===== config.mk =====
export PLATFORM = sky130hd
export DESIGN_NAME = text_console_cell_writer_core
export DESIGN_NICKNAME = d
export VERILOG_FILES = /design/src/tccw_pkg.sv /design/src/tccw_step.sv /design/src/text_console_cell_writer_core.sv
export SDC_FILE = /design/constraint.sdc
export NUM_CORES = 1
export LEC_CHECK = 0
export BUFFER_PORTS_ARGS = -buffer_cell sky130_fd_sc_hd__buf_2
export CORE_AREA = 5 5 111 113
export CTS_CLUSTER_DIAMETER = 50
export DETAILED_ROUTE_END_ITERATION = 12
export DIE_AREA = 0 0 116 118
export GPL_TIMING_DRIVEN = 0
export PLACE_DENSITY = 0.78
export SLEW_MARGIN = 40
export SYNTH_ARGS = -nofsm -noshare
export SYNTH_HDL_FRONTEND = slang
export SYNTH_HIERARCHICAL = 1
export SYNTH_SLANG_ARGS = --single-unit

===== constraint.sdc =====
create_clock -name clock -period 11.5 [get_ports clock]
set_clock_uncertainty 0.2 [all_clocks]
set_input_delay 1.725 -clock clock [delete_from_list [all_inputs] [get_ports clock]]
set_output_delay 1.725 -clock clock [all_outputs]
set_load 0.1 [all_outputs]

===== src/tccw_pkg.sv =====
// Shared types and constants for the text console cell writer.
// No dependencies; used by tccw_step and text_console_cell_writer_core.
package tccw_pkg;

   // Field widths fixed by the console interface
   localparam int COL_W  = 7;
   localparam int ROW_W  = 5;
   localparam int ADDR_W = 11;
   localparam int BYTE_W = 8;
   localparam int FUNC_W = 2;

   // Function selector codes
   localparam logic [FUNC_W-1:0] FUNC_PUTCHAR  = 2'd0;
   localparam logic [FUNC_W-1:0] FUNC_WRITE_AT = 2'd1;
   localparam logic [FUNC_W-1:0] FUNC_CLEAR    = 2'd2;

   // Character and attribute codes
   localparam logic [BYTE_W-1:0] CHR_NEWLINE   = 8'h0A;
   localparam logic [BYTE_W-1:0] CHR_BACKSPACE = 8'h08;
   localparam logic [BYTE_W-1:0] CHR_SPACE     = 8'h20;
   localparam logic [BYTE_W-1:0] CHR_PRINT_HI  = 8'h7F;
   localparam logic [BYTE_W-1:0] CLEAR_ATTR    = 8'h07;

   // One request item
   typedef struct packed {
      logic [FUNC_W-1:0] func;
      logic [BYTE_W-1:0] chr;
      logic [BYTE_W-1:0] color;
      logic [COL_W-1:0]  col_in;
      logic [ROW_W-1:0]  row_in;
   } req_type;

   // One result item
   typedef struct packed {
      logic              cell_write;
      logic [ADDR_W-1:0] cell_addr;
      logic [BYTE_W-1:0] cell_char;
      logic [BYTE_W-1:0] cell_attr;
      logic              clear_all;
      logic [ADDR_W-1:0] cursor_pos;
      logic              rejected;
   } rsp_type;

   // Cursor and current attribute
   typedef struct packed {
      logic [ROW_W-1:0]  row;
      logic [COL_W-1:0]  col;
      logic [BYTE_W-1:0] attr;
   } cursor_type;

endpackage


===== src/tccw_step.sv =====
// Per-item console logic: next cursor state and the result for one request.
// Depends on tccw_pkg.
module tccw_step #(
   parameter int COLS = 80,
   parameter int ROWS = 25
) (
   input  tccw_pkg::req_type    req,
   input  tccw_pkg::cursor_type cur,
   output tccw_pkg::cursor_type nxt,
   output tccw_pkg::rsp_type    rsp
);
   import tccw_pkg::*;

   localparam int                IDX_W    = ROW_W + COL_W;
   localparam logic [COL_W-1:0]  COL_LAST = COL_W'(COLS - 1);
   localparam logic [ROW_W-1:0]  ROW_LAST = ROW_W'(ROWS - 1);
   localparam logic [COL_W-1:0]  COL_LIM  = COL_W'(COLS);
   localparam logic [ROW_W-1:0]  ROW_LIM  = ROW_W'(ROWS);
   localparam logic [IDX_W-1:0]  COLS_X   = IDX_W'(COLS);

   logic [ROW_W-1:0] adv_row_src;
   logic [COL_W-1:0] adv_col_src;
   logic [ROW_W-1:0] adv_row;
   logic [COL_W-1:0] adv_col;
   logic [ROW_W-1:0] nl_row;
   logic [ROW_W-1:0] bs_row;
   logic [COL_W-1:0] bs_col;
   logic [ROW_W-1:0] wr_row;
   logic [COL_W-1:0] wr_col;
   logic [IDX_W-1:0] wr_idx;
   logic [IDX_W-1:0] cur_idx;
   logic             is_print;
   logic             off_screen;

   // Advance source: write-at restarts from its target cell
   assign adv_row_src = (req.func == FUNC_WRITE_AT) ? req.row_in : cur.row;
   assign adv_col_src = (req.func == FUNC_WRITE_AT) ? req.col_in : cur.col;

   // Cursor advance with column then row wrap
   always_comb begin
      adv_row = adv_row_src;
      adv_col = adv_col_src + 1'b1;
      if (adv_col_src >= COL_LAST) begin
         adv_col = '0;
         adv_row = (adv_row_src >= ROW_LAST) ? '0 : adv_row_src + 1'b1;
      end
   end

   // Newline row and backspace position
   assign nl_row = (cur.row >= ROW_LAST) ? '0 : cur.row + 1'b1;

   always_comb begin
      bs_row = cur.row;
      bs_col = cur.col;
      if (cur.col != '0) begin
         bs_col = cur.col - 1'b1;
      end else if (cur.row != '0) begin
         bs_row = cur.row - 1'b1;
         bs_col = COL_LAST;
      end
   end

   assign is_print   = (req.chr >= CHR_SPACE) && (req.chr <= CHR_PRINT_HI);
   assign off_screen = (req.col_in >= COL_LIM) || (req.row_in >= ROW_LIM);

   // Main decode
   always_comb begin
      nxt            = cur;
      wr_row         = cur.row;
      wr_col         = cur.col;
      rsp.cell_write = 1'b0;
      rsp.cell_char  = '0;
      rsp.cell_attr  = '0;
      rsp.clear_all  = 1'b0;
      rsp.rejected   = 1'b0;
      case (req.func)
         FUNC_PUTCHAR: begin
            if (req.chr == CHR_NEWLINE) begin
               nxt.row = nl_row;
               nxt.col = '0;
            end else if (req.chr == CHR_BACKSPACE) begin
               nxt.row        = bs_row;
               nxt.col        = bs_col;
               wr_row         = bs_row;
               wr_col         = bs_col;
               rsp.cell_write = 1'b1;
               rsp.cell_char  = CHR_SPACE;
               rsp.cell_attr  = cur.attr;
            end else if (is_print) begin
               nxt.row        = adv_row;
               nxt.col        = adv_col;
               rsp.cell_write = 1'b1;
               rsp.cell_char  = req.chr;
               rsp.cell_attr  = cur.attr;
            end
         end
         FUNC_WRITE_AT: begin
            if (off_screen) begin
               rsp.rejected = 1'b1;
            end else begin
               nxt.row        = adv_row;
               nxt.col        = adv_col;
               nxt.attr       = req.color;
               wr_row         = req.row_in;
               wr_col         = req.col_in;
               rsp.cell_write = 1'b1;
               rsp.cell_char  = req.chr;
               rsp.cell_attr  = req.color;
            end
         end
         FUNC_CLEAR: begin
            nxt.row       = '0;
            nxt.col       = '0;
            nxt.attr      = CLEAR_ATTR;
            rsp.clear_all = 1'b1;
         end
         default: begin
            nxt = cur;
         end
      endcase

      // Cell indexes: row times COLS plus column, kept to the address width
      wr_idx         = IDX_W'(wr_row) * COLS_X + IDX_W'(wr_col);
      cur_idx        = IDX_W'(nxt.row) * COLS_X + IDX_W'(nxt.col);
      rsp.cell_addr  = rsp.cell_write ? wr_idx[ADDR_W-1:0] : '0;
      rsp.cursor_pos = cur_idx[ADDR_W-1:0];
   end

endmodule


===== src/text_console_cell_writer_core.sv =====
// Top level of the text console cell writer: input register, cursor state,
// result register. Depends on tccw_pkg and tccw_step.
//
// Text console writer for a COLS x ROWS character screen. Each request is a
// putchar at the cursor, a write at a given cell, or a clear; each gives
// exactly one result holding at most one cell write, a clear flag, a reject
// flag and the new cursor position. The block takes one request per clock
// unless the result side stalls, and returns its result through the two
// register stages (input register, then result register). One
// request per clock holds because the cursor update logic reads and writes
// the cursor state in a single cycle. A stall on the result side holds the
// result register and a full input register; the request side stalls only when both are full.
module text_console_cell_writer_core #(
   parameter int COLS = 80,
   parameter int ROWS = 25
) (
   input  logic                          clock,
   input  logic                          reset,
   input  logic                          req_valid,
   output logic                          req_stall,
   input  logic [tccw_pkg::FUNC_W-1:0]   req_func,
   input  logic [tccw_pkg::BYTE_W-1:0]   req_chr,
   input  logic [tccw_pkg::BYTE_W-1:0]   req_color,
   input  logic [tccw_pkg::COL_W-1:0]    req_col_in,
   input  logic [tccw_pkg::ROW_W-1:0]    req_row_in,
   output logic                          rsp_valid,
   input  logic                          rsp_stall,
   output logic                          rsp_cell_write,
   output logic [tccw_pkg::ADDR_W-1:0]   rsp_cell_addr,
   output logic [tccw_pkg::BYTE_W-1:0]   rsp_cell_char,
   output logic [tccw_pkg::BYTE_W-1:0]   rsp_cell_attr,
   output logic                          rsp_clear_all,
   output logic [tccw_pkg::ADDR_W-1:0]   rsp_cursor_pos,
   output logic                          rsp_rejected
);
   import tccw_pkg::*;

   req_type    req_ff;
   req_type    req_in;
   logic       req_valid_ff;
   logic       req_valid_in;
   cursor_type cursor_ff;
   cursor_type cursor_in;
   rsp_type    rsp_ff;
   rsp_type    rsp_in;
   logic       rsp_valid_ff;
   logic       rsp_valid_in;
   cursor_type step_nxt;
   rsp_type    step_rsp;
   logic       advance;
   logic       req_take;

   // Pipeline moves whenever the result register is free or being drained
   assign advance   = !rsp_valid_ff || !rsp_stall;
   assign req_stall = req_valid_ff && !advance;
   assign req_take  = req_valid && !req_stall;

   tccw_step #(
      .COLS (COLS),
      .ROWS (ROWS)
   ) u_step (
      .req (req_ff),
      .cur (cursor_ff),
      .nxt (step_nxt),
      .rsp (step_rsp)
   );

   // Input register
   always_comb begin
      req_in       = req_ff;
      req_valid_in = req_valid_ff;
      if (req_take) begin
         req_in.func   = req_func;
         req_in.chr    = req_chr;
         req_in.color  = req_color;
         req_in.col_in = req_col_in;
         req_in.row_in = req_row_in;
      end
      if (advance || req_take) begin
         req_valid_in = req_take;
      end
   end

   // Cursor state and result register
   always_comb begin
      cursor_in    = cursor_ff;
      rsp_in       = rsp_ff;
      rsp_valid_in = rsp_valid_ff;
      if (advance) begin
         rsp_valid_in = req_valid_ff;
         if (req_valid_ff) begin
            cursor_in = step_nxt;
            rsp_in    = step_rsp;
         end
      end
   end

   always_ff @(posedge clock) begin
      if (reset) begin
         req_valid_ff <= 1'b0;
         rsp_valid_ff <= 1'b0;
         cursor_ff    <= '0;
      end else begin
         req_valid_ff <= req_valid_in;
         rsp_valid_ff <= rsp_valid_in;
         cursor_ff    <= cursor_in;
      end
   end

   always_ff @(posedge clock) begin
      req_ff <= req_in;
      rsp_ff <= rsp_in;
   end

   // Result ports
   assign rsp_valid      = rsp_valid_ff;
   assign rsp_cell_write = rsp_ff.cell_write;
   assign rsp_cell_addr  = rsp_ff.cell_addr;
   assign rsp_cell_char  = rsp_ff.cell_char;
   assign rsp_cell_attr  = rsp_ff.cell_attr;
   assign rsp_clear_all  = rsp_ff.clear_all;
   assign rsp_cursor_pos = rsp_ff.cursor_pos;
   assign rsp_rejected   = rsp_ff.rejected;

endmodule


==> key figures <==
Status
  • Outcome: complete, no violations

CTS
  • Clk buf depth: 2
  • CTS tree: built
  • Htree depth: 3
  • Total CTS buffers: 9
  • Clk slew on worst S/H paths: 70 ps
  • Clk sink count: 93
  • Worst skew pair latency: 360 ps
  • CTS Hold Buffers Added: 0
  • Postcts setup bufs: 0
  • Clock Tree Root: clkbuf_16
  • Post-CTS sizing: 0

Synthesis
  • Yosys reg bits: 93
  • Most area-consuming cells after synthesis: edfxtp_1, dfxtp_1, ha_1
  • Netlist cell types: 74
  • Most used DFF post-synth: edfxtp_1
  • Commonest cells in the synthesized netlist: edfxtp_1, nand2_1, nand2b_1
  • Synth Area per Inst: 9.63 um2
  • Async S/R FF share, synth: 0
  • Yosys top cell area share: 0.338
  • Syn. warnings: 6
  • Post-Syn Nets: 723
  • Register area share after synthesis: 0.408
  • Post-synth EDFFs: 71
  • Mapped Area: 0.00631 mm2
  • Gate Count Post-Synth: 655
  • Synth area leader: edfxtp_1
  • Most common cell in the netlist: edfxtp_1

Finish
  • Final Util: 0.641
  • Fin cells: 891
  • Multi-input gate area: 0.00344 mm2
  • Final instance area: 0.00719 mm2
  • Register area: 0.00257 mm2
  • FILL cells: 976
  • Area growth from synthesis to layout: 14.0%
  • Final Net Count: 811
  • Layout cells sized above 1: 0.175
  • Diode count: 0

Timing
  • Fin Hold WS: 297 ps
  • Unrepaired setup endpoints after global routing: no
  • Worst Max-Slew Pin Slew: 819 ps
  • Setup Viol. Count Final: 0
  • FMAX: 0.141 GHz
  • Slew margin rel.: 0.452
  • Crit path time final: 7080 ps
  • Max Slew Vio Count: 0
  • Endpoints failing hold: 0
  • Setup TNS: 0 ps
  • Period utilisation layout: 0.616

Worst setup path
  • Slowest CP cell: clkbuf_1
  • Register-to-register setup slack: 4420 ps
  • CP bufs+invs: 8
  • Critical path cell sequence: inv_1, ha_1, buf_2, buf_2, buf_1, clkbuf_1, o21ai_0, ha_1, o211a_1, a211oi_1, buf_2, nor3_1, nor4_1, o211ai_1, ha_1, inv_1, fa_1, nand2b_1, nor3_1, o2bb2ai_1, inv_1, or3_1, o211ai_1
  • Crit path max fanout: 10
  • Cell family with most CP delay: buffers and inverters
  • Worst setup path category: reg -> reg
  • Max stage delay on crit path: 620 ps
  • Worst Path Arrival: 7080 ps
  • Type of origin of the critical path: flop
  • Critical path required time: 11490 ps
  • CP endpoint kind: flop

Route
  • DRC violations left: 0
  • Post-route ant nets: 0
  • Routed vias/inst: 6.29
  • DRT Pass-1 Iters: 5
  • Final wirelength: 19.1 mm
  • DR vias: 5604
  • DR WL/cell: 21.4 um
  • DRT iter0 DRCs: 565

Global route
  • Pin count of the biggest net entering global routing: 51
  • Total gr overflow: 0
  • Vias in the first global route: 5381
  • GRT Total Usage: 0.284
  • Initial antenna violation count: 0
  • Global-route wire length before repair: 29.7 mm

Floorplan
  • Die Span X: 116 um
  • Total die area: 0.0137 mm2
  • Row count: 39
  • Initial core utilization: 0.562
  • Core Footprint: 0.0112 mm2
  • Die height: 118 um
  • # IOs: 77

Pwr
  • VDD IR max: 0.000100 V
  • Leakage: 2.78 nW
  • Power Density: 120 mW/mm2

Placement
  • Placed cells: 875
  • Port bufs: 76
  • DPL Wire Length: 14.5 mm
  • Placed Area: 0.00690 mm2
  • GP Congestion: 0.977

Worst hold path
  • Hold Path Class: reg -> reg

Run
  • Max-cap violations: 0
## routing by layer
metal	vias up	routed length, um	GRT usage
met5	-	0	0
met4	0	479	0.118
met3	40	1270	0.0411
met2	243	8980	0.438
met1	2708	8350	0.398
li1	2613	-	-
## path summary, 6_finish.rpt
kind	start	end	cells after the start
worst min-delay path	cursor_ff[3]	cursor_ff[3]	2
worst max register to register	req_ff[29]	rsp_cursor_pos[10]	23
worst min register to register	cursor_ff[3]	cursor_ff[3]	2
worst max-delay path	req_ff[29]	rsp_cursor_pos[10]	23
## sequential cells by signal, summed over array words and instances, names as in the netlist
register / flops
req_valid_ff: 1
rsp_cell_char: 8
rsp_cell_write: 1
rsp_rejected: 1
cursor_ff: 20
rsp_valid: 1
rsp_cell_attr: 8
rsp_cell_addr: 11
rsp_cursor_pos: 11
rsp_clear_all: 1
req_ff: 30
## stage by stage
stage          setup slack (ps)  power (mW)
2_1_floorplan              6080       0.526
3_3_place_gp               4660       0.566
3_5_place_dp               4610       0.570
4_1_cts                    4550       0.866
5_1_grt                    3990       0.895
6_report                   4420       0.865
## logic make-up after synthesis
logic type | Yosys count | synth area share
buf+inv | 66 | 0.0492
xor+xnor | 16 | 0.0222
compound gates | 176 | 0.197
flops | 93 | 0.408
fa+ha+maj | 34 | 0.0722
mux | 37 | 0.0599
simple gates | 233 | 0.192
## worst register-to-register path: stages (launching register included)
cell       delay (ps)
edfxtp_1          420
inv_1             130
ha_1              240
buf_2             260
buf_2             300
buf_1             420
clkbuf_1          620
o21ai_0           210
ha_1              280
o211a_1           150
a211oi_1          530
buf_2             370
nor3_1            130
nor4_1            310
o211ai_1          270
ha_1              390
inv_1              70
fa_1              520
nand2b_1          210
nor3_1            170
o2bb2ai_1         170
inv_1              70
or3_1             300
o211ai_1          180
## cells in the final DEF, fill, tap and decap left out, drive strengths merged, types with 30 or more instances in the layout
cell type  count
ha            30
mux2i         31
o21ai         37
edfxtp        71
nand2         60
a21oi         37
nand2b        49
buf           95
nor2          40
clkbuf        39
## where the power goes
group	switching [mW]	total, mW	leakage, nW	internal, mW
logic	0.132	0.176	1.80	0.0443
clock network	0.131	0.300	0.140	0.170
registers	0.00891	0.388	0.847	0.379
## area by class of cell
| cell class | instances | share of cell area |
|---|---|---|
| buffer | 46 | 0.0327 |
| multi-input combinational | 496 | 0.478 |
| timing repair buffer | 77 | 0.0550 |
| inverter | 20 | 0.0104 |
| clock inverter | 5 | 0.00887 |
| clock buffer | 11 | 0.0323 |
| sequential | 93 | 0.358 |
| tap | 143 | 0.0249 |
Power figures use the tool's default switching activity.
